===== config.mk =====
export PLATFORM = sky130hd
export DESIGN_NAME = pulse_counter_display_driver_unit
export DESIGN_NICKNAME = d
export VERILOG_FILES = /design/src/pcdd_pkg.sv /design/src/pcdd_cfg_regs.sv /design/src/pcdd_decide.sv /design/src/pcdd_core.sv /design/src/pulse_counter_display_driver_unit.sv
export SDC_FILE = /design/constraint.sdc
export NUM_CORES = 1
export LEC_CHECK = 0
export BUFFER_PORTS_ARGS = -buffer_cell sky130_fd_sc_hd__buf_2
export CAP_MARGIN = 20
export CORE_MARGIN = 2
export CORE_UTILIZATION = 45
export CTS_CLUSTER_DIAMETER = 150
export CTS_CLUSTER_SIZE = 24
export DETAILED_ROUTE_END_ITERATION = 8
export GPL_TIMING_DRIVEN = 0
export PLACE_DENSITY = 0.72
export SYNTH_ARGS = -nofsm -noshare
export SYNTH_HDL_FRONTEND = slang
export SYNTH_SLANG_ARGS = --single-unit

===== constraint.sdc =====
create_clock -name aclk -period 12.3 [get_ports aclk]
set_clock_uncertainty 0.15 [all_clocks]
set_input_delay 0.615 -clock aclk [delete_from_list [all_inputs] [get_ports aclk]]
set_output_delay 0.615 -clock aclk [all_outputs]
set_load 0.03 [all_outputs]

===== src/pcdd_pkg.sv =====
// Package with the types, codes and constants of the pulse counter display driver.
package pcdd_pkg;

    // Default parameter values.
    localparam int COUNT_WIDTH_DEF = 20;
    localparam int BURST_LIMIT_DEF = 5;

    // Fixed field widths.
    localparam int OP_W        = 2;
    localparam int FIELD_W     = 20;
    localparam int DELTA_W     = 21;
    localparam int TIME_W      = 16;
    localparam int PULSE_CNT_W = 3;
    localparam int CFG_DATA_W  = 16;
    localparam int CFG_INDEX_W = 2;
    localparam int IN_TDATA_W  = 48;
    localparam int OUT_TDATA_W = 48;

    // Register reset values.
    localparam logic [TIME_W-1:0] PULSE_MS_RST      = 16'd10;
    localparam logic [TIME_W-1:0] RESET_HOLD_MS_RST = 16'd100;
    localparam logic [TIME_W-1:0] POST_RESET_MS_RST = 16'd1000;
    localparam logic              HAS_DEC_RST       = 1'b1;

    // Operation codes of an input item.
    typedef enum logic [OP_W-1:0] {
        OP_TICK = 2'd0,
        OP_SET  = 2'd1,
        OP_ADD  = 2'd2,
        OP_NOP  = 2'd3
    } op_t;

    // Configuration register indexes.
    typedef enum logic [CFG_INDEX_W-1:0] {
        CFG_PULSE_MS      = 2'd0,
        CFG_RESET_HOLD_MS = 2'd1,
        CFG_POST_RESET_MS = 2'd2,
        CFG_HAS_DECREMENT = 2'd3
    } cfg_index_t;

    // Sequencer phases.
    typedef enum logic [2:0] {
        PH_IDLE     = 3'd0,
        PH_RST_PRE  = 3'd1,
        PH_RST_HIGH = 3'd2,
        PH_RST_POST = 3'd3,
        PH_P_HIGH   = 3'd4,
        PH_P_LOW    = 3'd5
    } phase_t;

    // Configuration register contents.
    typedef struct packed {
        logic [TIME_W-1:0] pulse_ms;
        logic [TIME_W-1:0] reset_hold_ms;
        logic [TIME_W-1:0] post_reset_ms;
        logic              has_decrement;
    } cfg_t;

    // Outcome of the reset-or-burst choice.
    typedef struct packed {
        logic                   active;
        logic                   use_reset;
        logic                   going_down;
        logic [PULSE_CNT_W-1:0] pulses;
    } decision_t;

    // Input item, last field in the lowest bits.
    typedef struct packed {
        logic [DELTA_W-1:0] delta;
        logic [FIELD_W-1:0] new_target;
        op_t                operation;
    } item_t;

    // Result item, last field in the lowest bits.
    typedef struct packed {
        logic               busy_res;
        logic [FIELD_W-1:0] goal_count;
        logic [FIELD_W-1:0] shown_count;
        logic               reset_line;
        logic               dec_line;
        logic               inc_line;
    } result_t;

    localparam int ITEM_W   = $bits(item_t);
    localparam int RESULT_W = $bits(result_t);

endpackage


===== src/pcdd_cfg_regs.sv =====
// Configuration registers of the pulse counter display driver.
module pcdd_cfg_regs (
    input  logic                             aclk,
    input  logic                             aresetn,
    input  logic                             cfg_wr_en,
    input  logic [pcdd_pkg::CFG_INDEX_W-1:0] cfg_index,
    input  logic [pcdd_pkg::CFG_DATA_W-1:0]  cfg_wdata,
    output pcdd_pkg::cfg_t                   cfg
);

    pcdd_pkg::cfg_t cfg_reg;
    pcdd_pkg::cfg_t cfg_next;

    // Timing registers keep their old value on a write of zero.
    always_comb begin
        cfg_next = cfg_reg;
        if (cfg_wr_en) begin
            unique case (pcdd_pkg::cfg_index_t'(cfg_index))
                pcdd_pkg::CFG_PULSE_MS: begin
                    if (cfg_wdata != '0) cfg_next.pulse_ms = cfg_wdata;
                end
                pcdd_pkg::CFG_RESET_HOLD_MS: begin
                    if (cfg_wdata != '0) cfg_next.reset_hold_ms = cfg_wdata;
                end
                pcdd_pkg::CFG_POST_RESET_MS: begin
                    if (cfg_wdata != '0) cfg_next.post_reset_ms = cfg_wdata;
                end
                pcdd_pkg::CFG_HAS_DECREMENT: begin
                    cfg_next.has_decrement = cfg_wdata[0];
                end
            endcase
        end
    end

    always_ff @(posedge aclk) begin
        if (!aresetn) begin
            cfg_reg.pulse_ms      <= pcdd_pkg::PULSE_MS_RST;
            cfg_reg.reset_hold_ms <= pcdd_pkg::RESET_HOLD_MS_RST;
            cfg_reg.post_reset_ms <= pcdd_pkg::POST_RESET_MS_RST;
            cfg_reg.has_decrement <= pcdd_pkg::HAS_DEC_RST;
        end else begin
            cfg_reg <= cfg_next;
        end
    end

    assign cfg = cfg_reg;

endmodule


===== src/pcdd_decide.sv =====
// Choice between a reset sequence and a pulse burst for the driver.
module pcdd_decide #(
    parameter int COUNT_WIDTH = pcdd_pkg::COUNT_WIDTH_DEF,
    parameter int BURST_LIMIT = pcdd_pkg::BURST_LIMIT_DEF
) (
    input  logic [COUNT_WIDTH-1:0] goal,
    input  logic [COUNT_WIDTH-1:0] shown,
    input  pcdd_pkg::cfg_t         cfg,
    output pcdd_pkg::decision_t    decision,
    output logic [COUNT_WIDTH-1:0] landing
);

    localparam int CW = COUNT_WIDTH;
    localparam int PW = pcdd_pkg::PULSE_CNT_W;

    logic          down;
    logic [CW-1:0] span;
    logic [CW+1:0] excess;
    logic          excess_pos;
    logic [CW+15:0] prod;
    logic [17:0]   thresh;
    logic          far;
    logic [PW-1:0] pulses;

    // Distance and direction to the target.
    assign down = goal < shown;
    assign span = down ? (shown - goal) : (goal - shown);

    // The reset pays off when 2*pulse*(distance - goal) exceeds 2*hold + post.
    // Going up, distance - goal is never positive, so only a descent qualifies;
    // there distance - goal equals shown - 2*goal.
    assign excess     = {2'b00, shown} - {1'b0, goal, 1'b0};
    assign excess_pos = !excess[CW+1] && (excess != '0);
    assign prod       = (CW+16)'(excess[CW-1:0]) * (CW+16)'(cfg.pulse_ms);
    assign thresh     = {1'b0, cfg.reset_hold_ms, 1'b0} + {2'b00, cfg.post_reset_ms};
    assign far        = {prod, 1'b0} > (CW+17)'(thresh);

    // Burst length and the count reached once the burst is over.
    assign pulses  = (span > CW'(BURST_LIMIT)) ? PW'(BURST_LIMIT) : span[PW-1:0];
    assign landing = down ? (shown - CW'(pulses)) : (shown + CW'(pulses));

    assign decision.active     = goal != shown;
    assign decision.use_reset  = down && ((excess_pos && far) || !cfg.has_decrement);
    assign decision.going_down = down;
    assign decision.pulses     = pulses;

endmodule


===== src/pcdd_core.sv =====
// Target tracking and pulse sequencer of the pulse counter display driver.
module pcdd_core #(
    parameter int COUNT_WIDTH = pcdd_pkg::COUNT_WIDTH_DEF,
    parameter int BURST_LIMIT = pcdd_pkg::BURST_LIMIT_DEF
) (
    input  logic                aclk,
    input  logic                aresetn,
    input  logic                step_en,
    input  pcdd_pkg::item_t     item,
    input  pcdd_pkg::cfg_t      cfg,
    output pcdd_pkg::result_t   result
);

    localparam int CW = COUNT_WIDTH;
    localparam int PW = pcdd_pkg::PULSE_CNT_W;
    localparam int TW = pcdd_pkg::TIME_W;
    localparam int FW = pcdd_pkg::FIELD_W;
    localparam int DW = pcdd_pkg::DELTA_W;
    localparam int SW = CW + DW + 1;

    logic [CW-1:0]     goal_reg, goal_next;
    logic [CW-1:0]     shown_reg, shown_next;
    logic [CW-1:0]     landing_reg, landing_next;
    pcdd_pkg::phase_t  phase_reg, phase_next;
    logic [TW-1:0]     time_left_reg, time_left_next;
    logic [PW-1:0]     pulses_left_reg, pulses_left_next;
    logic              going_down_reg, going_down_next;

    logic [CW-1:0]        decide_shown;
    pcdd_pkg::decision_t  decision;
    logic [CW-1:0]        landing;
    logic                 do_decide;
    logic [TW-1:0]        tl_dec;
    logic [PW-1:0]        pl_dec;
    logic [CW+FW-1:0]     target_wide;
    logic [CW-1:0]        set_goal;
    logic [SW-1:0]        sum;
    logic [CW-1:0]        add_goal;
    logic [CW+FW-1:0]     shown_wide;
    logic [CW+FW-1:0]     goal_wide;

    // At the end of a burst the choice is made on the count the burst reaches.
    assign decide_shown = (phase_reg == pcdd_pkg::PH_P_LOW) ? landing_reg : shown_reg;

    pcdd_decide #(
        .COUNT_WIDTH (COUNT_WIDTH),
        .BURST_LIMIT (BURST_LIMIT)
    ) u_decide (
        .goal     (goal_reg),
        .shown    (decide_shown),
        .cfg      (cfg),
        .decision (decision),
        .landing  (landing)
    );

    // New target for a set item, fitted to the count width.
    assign target_wide = {{CW{1'b0}}, item.new_target};
    assign set_goal    = target_wide[CW-1:0];

    // Target plus signed delta, clamped to the count range.
    assign sum = {{(SW-CW){1'b0}}, goal_reg} + {{(SW-DW){item.delta[DW-1]}}, item.delta};
    always_comb begin
        if (sum[SW-1]) begin
            add_goal = '0;
        end else if (sum > {{(SW-CW){1'b0}}, {CW{1'b1}}}) begin
            add_goal = '1;
        end else begin
            add_goal = sum[CW-1:0];
        end
    end

    // Next state of the sequencer and of the counts.
    always_comb begin
        goal_next        = goal_reg;
        shown_next       = shown_reg;
        landing_next     = landing_reg;
        phase_next       = phase_reg;
        time_left_next   = time_left_reg;
        pulses_left_next = pulses_left_reg;
        going_down_next  = going_down_reg;
        do_decide        = 1'b0;
        tl_dec           = (time_left_reg != '0) ? (time_left_reg - TW'(1)) : '0;
        pl_dec           = (pulses_left_reg != '0) ? (pulses_left_reg - PW'(1)) : '0;

        if (step_en) begin
            unique case (item.operation)
                pcdd_pkg::OP_TICK: begin
                    if (phase_reg == pcdd_pkg::PH_IDLE) begin
                        do_decide = 1'b1;
                    end else begin
                        time_left_next = tl_dec;
                        if (tl_dec == '0) begin
                            unique case (phase_reg)
                                pcdd_pkg::PH_RST_PRE: begin
                                    phase_next     = pcdd_pkg::PH_RST_HIGH;
                                    time_left_next = cfg.reset_hold_ms;
                                end
                                pcdd_pkg::PH_RST_HIGH: begin
                                    phase_next     = pcdd_pkg::PH_RST_POST;
                                    time_left_next = cfg.post_reset_ms;
                                end
                                pcdd_pkg::PH_P_HIGH: begin
                                    phase_next     = pcdd_pkg::PH_P_LOW;
                                    time_left_next = cfg.pulse_ms;
                                end
                                pcdd_pkg::PH_P_LOW: begin
                                    pulses_left_next = pl_dec;
                                    if (pl_dec != '0) begin
                                        phase_next     = pcdd_pkg::PH_P_HIGH;
                                        time_left_next = cfg.pulse_ms;
                                    end else begin
                                        shown_next = landing_reg;
                                        do_decide  = 1'b1;
                                    end
                                end
                                default: begin
                                    do_decide = 1'b1;
                                end
                            endcase
                        end
                    end
                end
                pcdd_pkg::OP_SET: begin
                    goal_next = set_goal;
                end
                pcdd_pkg::OP_ADD: begin
                    goal_next = add_goal;
                end
                pcdd_pkg::OP_NOP: begin
                end
            endcase
        end

        // Start the next sequence, or go idle when the count is on target.
        if (do_decide) begin
            phase_next = pcdd_pkg::PH_IDLE;
            if (decision.active) begin
                if (decision.use_reset) begin
                    shown_next     = '0;
                    phase_next     = pcdd_pkg::PH_RST_PRE;
                    time_left_next = cfg.reset_hold_ms;
                end else begin
                    going_down_next  = decision.going_down;
                    pulses_left_next = decision.pulses;
                    landing_next     = landing;
                    phase_next       = pcdd_pkg::PH_P_HIGH;
                    time_left_next   = cfg.pulse_ms;
                end
            end
        end
    end

    // Result fields reflect the state after this item.
    assign shown_wide = {{FW{1'b0}}, shown_next};
    assign goal_wide  = {{FW{1'b0}}, goal_next};

    always_comb begin
        result.inc_line    = (phase_next == pcdd_pkg::PH_P_HIGH) && !going_down_next;
        result.dec_line    = (phase_next == pcdd_pkg::PH_P_HIGH) && going_down_next;
        result.reset_line  = phase_next == pcdd_pkg::PH_RST_HIGH;
        result.shown_count = shown_wide[FW-1:0];
        result.goal_count  = goal_wide[FW-1:0];
        result.busy_res    = phase_next != pcdd_pkg::PH_IDLE;
    end

    always_ff @(posedge aclk) begin
        if (!aresetn) begin
            goal_reg        <= '0;
            shown_reg       <= '0;
            landing_reg     <= '0;
            phase_reg       <= pcdd_pkg::PH_IDLE;
            time_left_reg   <= '0;
            pulses_left_reg <= '0;
            going_down_reg  <= 1'b0;
        end else begin
            goal_reg        <= goal_next;
            shown_reg       <= shown_next;
            landing_reg     <= landing_next;
            phase_reg       <= phase_next;
            time_left_reg   <= time_left_next;
            pulses_left_reg <= pulses_left_next;
            going_down_reg  <= going_down_next;
        end
    end

endmodule


===== src/pulse_counter_display_driver_unit.sv =====
// Pulse counter display driver: stream wrapper around the target sequencer.
//
// The block steers an external counter through increment, decrement and
// reset lines so that its count follows a target. Each transfer on the
// s_ channel carries one item: a millisecond tick, a set-target or an
// add-delta. Each item yields exactly one transfer on the m_ channel with
// the line levels for the coming millisecond, both counts and a busy flag.
// Configuration is written through cfg_wr_en, cfg_index and cfg_wdata; the
// user must write it while no item is in flight, the block does not enforce
// this. A write of zero to a timing register is dropped. An accepted item is
// held in the input register and its result is captured in the result register.
// The input register and the result register let one item enter every
// cycle while m_tready stays high; the decision path is combinational
// (one count-by-16-bit multiply and a compare).
// When the receiver holds m_tready low, the result register stays loaded,
// and once the input register fills s_tready drops until the result is taken.
// Reset (aresetn low at a rising edge) empties both registers, clears the
// counts and the sequencer, and restores the register defaults.
module pulse_counter_display_driver_unit #(
    parameter int COUNT_WIDTH = pcdd_pkg::COUNT_WIDTH_DEF,
    parameter int BURST_LIMIT = pcdd_pkg::BURST_LIMIT_DEF
) (
    input  logic                              aclk,
    input  logic                              aresetn,
    // Fields from bit 0: operation[1:0], new_target[21:2], delta[42:22].
    input  logic [pcdd_pkg::IN_TDATA_W-1:0]   s_tdata,
    input  logic                              s_tvalid,
    output logic                              s_tready,
    // Fields from bit 0: inc_line[0], dec_line[1], reset_line[2],
    // shown_count[22:3], goal_count[42:23], busy_res[43].
    output logic [pcdd_pkg::OUT_TDATA_W-1:0]  m_tdata,
    output logic                              m_tvalid,
    input  logic                              m_tready,
    input  logic                              cfg_wr_en,
    input  logic [pcdd_pkg::CFG_INDEX_W-1:0]  cfg_index,
    input  logic [pcdd_pkg::CFG_DATA_W-1:0]   cfg_wdata
);

    pcdd_pkg::cfg_t    cfg;
    pcdd_pkg::item_t   in_item_reg;
    logic              in_valid_reg, in_valid_next;
    pcdd_pkg::result_t out_data_reg;
    logic              out_valid_reg, out_valid_next;
    pcdd_pkg::result_t result;
    logic              advance;
    logic              in_xfer;
    logic              step_en;

    pcdd_cfg_regs u_cfg (
        .aclk      (aclk),
        .aresetn   (aresetn),
        .cfg_wr_en (cfg_wr_en),
        .cfg_index (cfg_index),
        .cfg_wdata (cfg_wdata),
        .cfg       (cfg)
    );

    // Handshake: the result register moves when empty or being taken.
    assign advance  = !out_valid_reg || m_tready;
    assign s_tready = !in_valid_reg || advance;
    assign in_xfer  = s_tvalid && s_tready;
    assign step_en  = in_valid_reg && advance;

    pcdd_core #(
        .COUNT_WIDTH (COUNT_WIDTH),
        .BURST_LIMIT (BURST_LIMIT)
    ) u_core (
        .aclk    (aclk),
        .aresetn (aresetn),
        .step_en (step_en),
        .item    (in_item_reg),
        .cfg     (cfg),
        .result  (result)
    );

    // Valid flags of the input and result registers.
    always_comb begin
        in_valid_next  = in_valid_reg;
        out_valid_next = out_valid_reg;
        if (in_xfer) begin
            in_valid_next = 1'b1;
        end else if (advance) begin
            in_valid_next = 1'b0;
        end
        if (advance) begin
            out_valid_next = in_valid_reg;
        end
    end

    always_ff @(posedge aclk) begin
        if (!aresetn) begin
            in_valid_reg  <= 1'b0;
            out_valid_reg <= 1'b0;
        end else begin
            in_valid_reg  <= in_valid_next;
            out_valid_reg <= out_valid_next;
        end
    end

    // Payload registers.
    always_ff @(posedge aclk) begin
        if (in_xfer) begin
            in_item_reg <= pcdd_pkg::item_t'(s_tdata[pcdd_pkg::ITEM_W-1:0]);
        end
        if (step_en) begin
            out_data_reg <= result;
        end
    end

    assign m_tvalid = out_valid_reg;
    assign m_tdata  = {{(pcdd_pkg::OUT_TDATA_W - pcdd_pkg::RESULT_W){1'b0}}, out_data_reg};

endmodule


; Word level (Yosys, flattened, before mapping)
; Cells that the tools add are included.
[classes]
n_eq_ne = 12
reduce_logical = 32
n_lt_le_gt_ge = 4
bitwise = 1
addsub = 9
mul = 1
muxes = 56
[ops]
columns = op, n
row1 = 20-bit two-way mux, 15
row2 = 16-bit two-way mux, 9
row3 = 16-bit one-hot mux with 4 select lines, 1
row4 = 3-bit two-way mux, 18
row5 = 42-bit by 20-bit > comparator with 1-bit output (second input constant), 1
row6 = 20-bit one-hot mux with 2 select lines, 1
row7 = 20-bit subtractor, 2
row8 = 37-bit by 18-bit > comparator with 1-bit output, 1
row9 = 20-bit by 16-bit multiplier with 36-bit output, 1
row10 = 16-bit nonzero test, 2
row11 = 21-bit by 21-bit adder with 22-bit output, 1
row12 = 22-bit nonzero test, 1
row13 = 20-bit by 21-bit subtractor with 22-bit output, 1
row14 = 20-bit by 3-bit adder with 20-bit output, 1
row15 = 20-bit by 3-bit > comparator with 1-bit output (second input constant), 1
row16 = 20-bit < comparator, 1
row17 = 20-bit != test, 1
row18 = 20-bit by 3-bit subtractor with 20-bit output, 1
row19 = 17-bit by 16-bit adder with 18-bit output, 1
row20 = 16-bit zero test, 1
row21 = 16-bit by 1-bit subtractor with 16-bit output (second input constant), 1
row22 = 3-bit one-hot mux with 4 select lines, 1
row23 = 3-bit AND reduction, 4
row24 = 1-bit two-way mux, 10
row25 = 17 further kinds, 38
[word_totals]
output_inout_bits = 50
word_cells = 137
inputBits = 71
register_bits = 221

; Depth between registers and ports, before layout
; Gate-level depths: netlist (run 1).
[logic_depth]
word_depth = 13
ltp_mapped = 47

; Modules after synthesis
; From an unflattened synthesis (run 1), not the netlist that was laid out.
[unflattened]
cells_unflattened = 3080
area_unflattened_um2 = 26555.5
[by_module_without_submodules]
columns = module, n_inst, area_each_um2, cells_per_inst, seq_area_each_um2
row1 = pcdd_decide, 1, 15468.6, 1922, 0.0
row2 = pcdd_core, 1, 6373.6, 858, 1661.6
row3 = pulse_counter_display_driver_unit, 1, 2750.1, 101, 2652.5
row4 = pcdd_cfg_regs, 1, 1963.1, 199, 980.9

; Worst setup path after synthesis (run 1)
; OpenSTA, ideal clock, no wires.
[synth_path]
path_kind = reg2reg
startpoint = reg u_core.phase_reg[1]
endpoint = reg u_core.landing_reg[16]
path_stages_with_launch = 45
arrival_ns = 10.331
slack_ns = 1.692
path_cell_list = dfxtp_1 clkbuf_1 or2_4 clkbuf_1 clkbuf_1 nand2_1 nand2_1 ha_1 nor2b_1 o31a_1 o21ai_0 a21oi_1 a21oi_1 xnor2_1 clkbuf_1 nand2_1 fa_1 fa_1 [... 9 more ...] ha_1 a21o_1 or3_1 a21oi_1 nor2_1 xor2_1 ha_1 nand4_1 or4_1 o221ai_1 o211ai_1 or4_1 nor4_2 a311oi_2 nor3_4 buf_6 mux2i_1 nor2_1
[synth_between]
elab_chain_cells = 10
elab_cells_between_ends = 33
[synth_lines]
columns = element, line
row1 = start: declaration, pcdd_core.sv:24  ; pcdd_pkg::phase_t phase_reg, phase_next;
row2 = start signal: assignment, pcdd_core.sv:171  ; phase_reg <= pcdd_pkg::PH_IDLE;
row3 = start signal: assignment, pcdd_core.sv:179  ; phase_reg <= phase_next;
row4 = 3-bit equality test, "pcdd_core.sv:43, pcdd_core.sv:93"
row5 = 20-bit two-way mux, pcdd_core.sv:43  ; assign decide_shown = (phase_reg == pcdd_pkg::PH_P_LOW) ? landing_reg : shown_reg;
row6 = 20-bit by 21-bit subtractor with 22-bit output, pcdd_decide.sv:32  ; assign excess = {2'b00, shown} - {1'b0, goal, 1'b0};
row7 = 20-bit by 16-bit multiplier with 36-bit output (tied with other cells), pcdd_decide.sv:34  ; assign prod = (CW+16)'(excess[CW-1:0]) * (CW+16)'(cfg.pulse_ms);
row8 = 37-bit by 18-bit > comparator with 1-bit output or 1-bit logical AND (tied branches), "pcdd_decide.sv:36, pcdd_decide.sv:33"
row9 = 1-bit logical AND, pcdd_decide.sv:43  ; assign decision.use_reset = down && ((excess_pos && far) || !cfg.has_decrement);
row10 = 1-bit logical OR, pcdd_decide.sv:43
row11 = 1-bit logical AND, pcdd_decide.sv:43
row12 = 1-bit inverter (no line), -
row13 = 3-bit AND reduction (no line), -
row14 = end signal: assignment, pcdd_core.sv:178  ; landing_reg <= landing_next;
row15 = end: declaration, pcdd_core.sv:23  ; logic [CW-1:0] landing_reg, landing_next;
; Parallel ways exist; a longest one is shown, timed or not.
; A chain may end at the register's enable or synchronous reset.

; Worst setup path in the final report (run 1)
[layout_path]
startpoint = reg u_core.phase_reg[2]
endpoint = reg u_core.time_left_reg[2]
[layout_between]
elab_chain_cells = 11
elab_cells_between_ends = 31
[layout_lines]
columns = element, line
row1 = 3-bit equality test, "pcdd_core.sv:43, pcdd_core.sv:93"
row2 = 20-bit two-way mux, pcdd_core.sv:43
row3 = 20-bit by 21-bit subtractor with 22-bit output, pcdd_decide.sv:32
row4 = 20-bit by 16-bit multiplier with 36-bit output (tied with other cells), pcdd_decide.sv:34
row5 = 37-bit by 18-bit > comparator with 1-bit output or 1-bit logical AND (tied branches), "pcdd_decide.sv:36, pcdd_decide.sv:33"
row6 = 1-bit logical AND, pcdd_decide.sv:43
row7 = 1-bit logical OR, pcdd_decide.sv:43
row8 = 1-bit logical AND, pcdd_decide.sv:43
row9 = 16-bit two-way mux, pcdd_core.sv:138  ; if (decision.use_reset) begin
row10 = 16-bit two-way mux, pcdd_core.sv:137  ; if (decision.active) begin
row11 = 16-bit two-way mux *, pcdd_core.sv:135  ; if (do_decide) begin
row12 = end signal: assignment, pcdd_core.sv:180  ; time_left_reg <= time_left_next;
row13 = end: declaration, pcdd_core.sv:25  ; logic [TW-1:0] time_left_reg, time_left_next;
; Mark *: on every way between the ends. The rest lies on a longest branch, timed or not.

==> out/qor.yml, run 1 <==
crit_path_end_kind: "register"
clk-insertion-delay-late_ns: 0.51
layout_commonest_cell: "inv_1"
initial_core_util: 0.455
drc: 0
switchingPower_mw: 1.14
finalMaxSlewViolations: 0
synth_flop_cell: "dfxtp_1"
syn_avg_cell_area_sq_um: 8.67
antenna_found_initial: 3
dp_hpwl_um: 62700
setup_viol: 0
power.internal_mw: 1.50
syn_to_final_growth_pct: 8.58
hold_end: "in_item_reg[7]"
clock-sinks: 221
first_pass_iters: 6
nFillCells: 5498
clk_path_buf_depth: 3
synthTopCellsByArea: "fa_1, ha_1, dfxtp_1"
grt_max_degree: 41
power.density_nw_per_um2: 92.4
p_seq_frac: 0.305
cts_tree: "done"
switching_share: 0.431
final_area_sq_um: 28600
critPathMaxStageDelay_ns: 0.59
hold_path.startpoint: "s_tdata[7]"
reg2reg_to: "u_core.time_left_reg[2]"
criticalPathCategory: "register to register"
synth_cell_types: 102
max_slew_margin: 0.281
final_cell_mix: "inv_1, nand2_1, nor2_1, fa_1, ha_1"
cp_top_family: "adder cells"
arrival_ns: 12.12
maxCapViolCount: 0
drtAntennaViolNets: 0
status: "finished, final reports clean"
design.die.area_sq_um: 60400
htree_levels: 1
hold_buffers: 0
yosysTopAreaCellShare: 0.195
drtIter0Drc: 1953
period_share: 0.968
port_buffers: 111
synth_cells: 3034
yosysSeqAreaShare: 0.201
hold_path_depth: 1
grt_pass1_vias: 22058
syn_area_sq_um: 26300
gp_congestion: 0.968
grt_pass1_wl_um: 122000
p_leak_nw: 13.2
critPathMaxFanout: 12
synth-warning-count: 0
required_ns: 12.52
gr-total-overflow: 0
largest_reg_flops: 49
io_pins: 121
grt.total_usage: 0.258
vias: 22450
fmax_ghz: 0.0840
ff2ff_path_depth: 40
power_frac_comb: 0.520
finalCriticalPeriod_ns: 11.90
clkPwrFrac: 0.175
seqCellArea_sq_um: 5300
synth_edf_count: 87
detail_route.wl_per_cell_um: 19.6
tightestPinTransition_ns: 1.08
ir_drop_v: 0.0000968
viasPerCell: 5.69
final_nets: 3743
clkTransAtPathRegs_ns: 0.10
drive_gt1_frac: 0.0812
synth_area_leader_cell: "fa_1"
r2r_slack_ns: 0.40
multi_input_area_sq_um: 19200
hold_viol_final: 0
coreArea_sq_um: 57800
cts_buffers: 13
path_buf_inv: 7
min_path_type: "primary input to register"
cp_slowest_cell: "fa_1"
cpMostUsedCell: "fa_1"
die_y_um: 246
fp-row-count: 88
startpoint_type: "register"
yosys_register_bits: 221
cts_root_buf: "clkbuf_16"
whs_ns: 0.120
async_flop_share: 0
die_w_um: 246
dpl_cell_area_sq_um: 27900
wl_um: 77400
reg2reg_from: "u_core.phase_reg[2]"
## power groups by stage
| stage | combinational (mW) | clock (mW) | sequential (mW) |
|---|---|---|---|
| 6_report | 1.37 | 0.462 | 0.806 |
| 5_1_grt | 1.53 | 0.497 | 0.808 |
| 4_1_cts | 1.33 | 0.472 | 0.806 |
| 3_5_place_dp | 1.31 | 0 | 0.823 |
| 3_3_place_gp | 1.30 | 0 | 0.824 |
| 2_1_floorplan | 0.946 | 0 | 0.827 |
## through the flow
stage / power [mW] / util / std cells / TNS [ns] / setup WS [ns]
finish: 2.64 / 0.494 / 3943 / 0 / 0.397
global route: 2.83 / 0.494 / 3943 / -0.0795 / -0.0308
CTS: 2.61 / 0.491 / 3939 / 0 / 0.0268
detailed placement: 2.13 / 0.483 / 3919 / -69.79 / -1.01
global placement: 2.12 / 0.482 / 3913 / -97.16 / -1.35
floorplan: 1.77 / - / 3037 / 0 / 1.69
## worst max path at each step
stage	start	cells past startpoint	slack (ns)	to
after global placement	u_core.phase_reg[1]	43	-1.35	u_core.time_left_reg[4]
after detailed placement	u_core.phase_reg[1]	44	-1.01	u_core.time_left_reg[3]
after CTS	u_core.phase_reg[1]	44	0.03	u_core.time_left_reg[3]
final	u_core.phase_reg[2]	40	0.40	u_core.time_left_reg[2]
after floorplan	u_core.phase_reg[1]	44	1.69	u_core.landing_reg[16]
after global routing	u_core.phase_reg[2]	46	-0.03	u_core.landing_reg[7]
## layout make-up
type | count | share of cell area
antenna | 1 | 0.0000876
buffer | 145 | 0.0236
clock buffer | 19 | 0.0122
clock inverter | 2 | 0.00101
inverter | 375 | 0.0493
multi-input combinational | 2293 | 0.672
sequential | 221 | 0.185
tap | 765 | 0.0335
timing repair buffer | 122 | 0.0232
## per-layer routing
metal	global-route usage	wire length, um	vias up
met3	0.0320	5920	152
li1	-	-	10524
met5	0	0	-
met2	0.412	34700	885
met1	0.359	34000	10889
met4	0.0902	2820	0
## cell families (layout without fill, tap and decap cells)
logic type / Yosys count / count (layout) / share of synthesized area
flip-flops: 221 / 221 / 0.201
XOR/XNOR: 100 / 100 / 0.0338
buffers and inverters: 523 / 663 / 0.0784
other: 1 / 5 / 0.000143
adder cells (fa/ha/maj): 501 / 501 / 0.311
AO/OA/AOI/OAI: 544 / 544 / 0.143
AND/OR/NAND/NOR: 1039 / 1039 / 0.192
multiplexers: 105 / 105 / 0.0403
## Yosys cell counts, types with 19 or more instances
master    number
inv_1        375
o221ai_1      28
ha_1         245
a22oi_1       19
nor2_1       267
edfxtp_1      87
nand2b_1      28
and2_1       167
mux2i_1      100
fa_1         256
a21oi_1      137
nor3_1        45
a21o_1        38
o21a_1        26
or3_1         20
clkbuf_1     111
o21ai_0       87
nand3_1       64
xnor2_1       65
dfxtp_1      134
nand2_1      319
nor2b_1       27
xor2_1        34
a31oi_1       21
## timing repair
item                                    CTS  global route
setup buffers                             0             4
gates cloned                              0             0
endpoints found under the setup margin   86            86
pin swaps                                 0             4
gates resized for setup                  18            46
Power figures use the tool's default switching activity.
==> inputs of run 2 (changes only) <==
CORE_ASPECT_RATIO = 1.4   (was default)
==> run 2 against run 1 <==
- die area about the same
- clock power down 2%
- register-to-register slack better by 0.11 ns
- sequential share of layout area about the same
- wire length up 3.4%
- sequential power about the same
- sequential cell count unchanged
- worst hold slack better by 0.015 ns
- count of clock-buffer cells in the layout down 1
- core utilization up 0.053 points
- largest power group unchanged
- highest routed layer is now met5
==> out/qor.yml, run 2 (synthesis gave the netlist of run 1 again) <==
ir_drop_v: 0.000138  # was 0.0000968 V
cts_buffers: 13  # unchanged
setup_viol: 0  # unchanged
clk_path_buf_depth: 3  # unchanged
reg2reg_to: "u_core.landing_reg[3]"  # was u_core.time_left_reg[2]
die_w_um: 208  # was 246 um
post-place-ws_ns: -1.09  # was -1.01 ns
detail_route.wl_per_cell_um: 20.4  # was 19.6 um
finalCriticalPeriod_ns: 11.79  # was 11.90 ns
cp-startpoint: "u_core.phase_reg[2]"  # unchanged
drc: 0  # unchanged
gp_congestion: 0.984  # was 0.968
antenna_found_initial: 1  # was 3
crit_path_end_kind: "register"  # unchanged
period_share: 0.959  # was 0.968
post-route-util: 0.495  # was 0.494
drtAntennaViolNets: 0  # unchanged
critPathMaxStageDelay_ns: 0.58  # was 0.59 ns
min_path_type: "primary input to register"  # unchanged
clkTransAtPathRegs_ns: 0.10  # about the same
coreArea_sq_um: 57600  # was 57,800 sq um
switching_share: 0.430  # was 0.431
status: "finished, final reports clean"  # unchanged
hold_path_depth: 1  # unchanged
clk-insertion-delay-late_ns: 0.52  # was 0.51 ns
htree_levels: 1  # unchanged
p_leak_nw: 13.2  # about the same
clkPwrFrac: 0.173  # was 0.175
grt_pass1_wl_um: 125000  # was 122,000 um
r2r_slack_ns: 0.51  # was 0.40 ns
drtIter0Drc: 1516  # was 1,953
fin_ws_ns: 0.508  # was 0.397 ns
port_buffers: 111  # unchanged
first_pass_iters: 8  # was 6
multi_input_area_sq_um: 19200  # about the same
required_ns: 12.52  # about the same
vias: 22433  # was 22,450
power.density_nw_per_um2: 92.2  # was 92.4 nW/um^2
max_slew_margin: 0.283  # was 0.281
clock-sinks: 221  # unchanged
die_y_um: 290  # was 246 um
io_pins: 121  # unchanged
fp-row-count: 104  # was 88
startpoint_type: "register"  # unchanged
endpoint: "u_core.landing_reg[3]"  # was u_core.time_left_reg[2]
drive_gt1_frac: 0.0835  # was 0.0812
critPathMaxFanout: 12  # unchanged
reg2reg_from: "u_core.phase_reg[2]"  # unchanged
maxCapViolCount: 0  # unchanged
switchingPower_mw: 1.13  # was 1.14 mW
final_nets: 3741  # was 3,743
dp_hpwl_um: 65300  # was 62,700 um
initial_core_util: 0.457  # was 0.455
syn_to_final_growth_pct: 8.40  # was 8.58%
nFillCells: 5553  # was 5,498
arrival_ns: 12.02  # was 12.12 ns
fmax_ghz: 0.0848  # was 0.0840 GHz
finalMaxSlewViolations: 0  # unchanged
cpMostUsedCell: "fa_1"  # unchanged
grt_pass1_vias: 22842  # was 22,058
layout_commonest_cell: "inv_1"  # unchanged
final_cell_mix: "inv_1, nand2_1, nor2_1, fa_1, ha_1"  # unchanged
power_frac_comb: 0.520  # about the same
cts_tree: "done"  # unchanged
viasPerCell: 5.73  # was 5.69
p_total_mw: 2.63  # was 2.64 mW
p_seq_frac: 0.307  # was 0.305
dpl_cell_area_sq_um: 27900  # about the same
seqCellArea_sq_um: 5300  # about the same
final_area_sq_um: 28500  # was 28,600 sq um
design.die.area_sq_um: 60500  # was 60,400 sq um
cts_root_buf: "clkbuf_16"  # unchanged
grt.total_usage: 0.265  # was 0.258
gr-total-overflow: 0  # unchanged
hold_viol_final: 0  # unchanged
wl_um: 80100  # was 77,400 um
tightestPinTransition_ns: 1.08  # about the same
largest_reg_flops: 49  # unchanged
grt_max_degree: 43  # was 41
n_antenna_cell: 0  # was 1
final.setup.tns_ns: 0  # unchanged
criticalPathCategory: "register to register"  # unchanged
ff2ff_path_depth: 41  # was 40
cp_slowest_cell: "fa_1"  # unchanged
power.internal_mw: 1.50  # about the same
## run 2: cell types whose count changed in the layout (fill, tap and decap cells not counted), sizes merged
| cell | previous run | this run |
|---|---|---|
| clkbuf | 128 | 125 |
| clkinv | 0 | 1 |
| diode | 1 | 0 |
## run 2: worst min-delay path by stage
stage | start | end
2_1_floorplan | u_core.landing_reg[19] | u_core.landing_reg[19]
3_3_place_gp | u_core.landing_reg[19] | u_core.landing_reg[19]
3_5_place_dp | u_core.landing_reg[19] | u_core.landing_reg[19]
4_1_cts | s_tdata[16] | in_item_reg[16]
5_1_grt | s_tdata[22] | in_item_reg[22]
6_report | s_tdata[12] | in_item_reg[12]
## run 2: layout make-up
type | instances | area share
well taps | 742 | 0.0325
repair buffers | 119 | 0.0225
clock buffers | 18 | 0.0121
flip-flops and latches | 221 | 0.186
plain buffers | 146 | 0.0241
multi-input cells | 2293 | 0.673
clock inverters | 3 | 0.00118
inverters | 375 | 0.0493
## run 2: stage by stage
step / hold slack, ns / instances
2_1_floorplan: 0.302 / 3037
3_3_place_gp: 0.319 / 3890
3_5_place_dp: 0.336 / 3895
4_1_cts: 0.112 / 3915
5_1_grt: 0.118 / 3917
6_report: 0.135 / 3917
## run 2: metal layers
layer,vias to the layer above,global-route usage,share of wire,wire length [um]
met5,-,0,0.00010,8
met2,828,0.476,0.50,39800
met4,2,0.208,0.093,7410
li1,10495,-,-,-
met3,293,0.0239,0.046,3680
met1,10815,0.285,0.36,29200
## run 2: critical path, delay by kind of cell, from the launching register on
kind	cells	cell delay, ns
AOI/OAI and AO/OA	8	1.67
xor gates and xnor gates	2	0.52
adders and majority gates	9	4.21
buffers and inverters	7	1.17
DFF	1	0.33
muxes	1	0.20
and+or+nand+nor	14	3.36
## run 2: timing repair
action | 4_1_cts | 5_1_grt
hold buffers | 0 | 0
pin swaps | 0 | 2
endpoints found under the setup margin | 86 | 86
endpoints found under the hold margin | 0 | 0
gates resized for setup | 29 | 47
setup buffers | 0 | 3
## run 2: power by group through the flow
stage	logic, mW	registers [mW]	clock network [mW]
floorplan	0.946	0.827	0
global placement	1.30	0.824	0
detailed placement	1.32	0.823	0
CTS	1.34	0.807	0.467
global route	1.53	0.809	0.487
finish	1.37	0.807	0.454
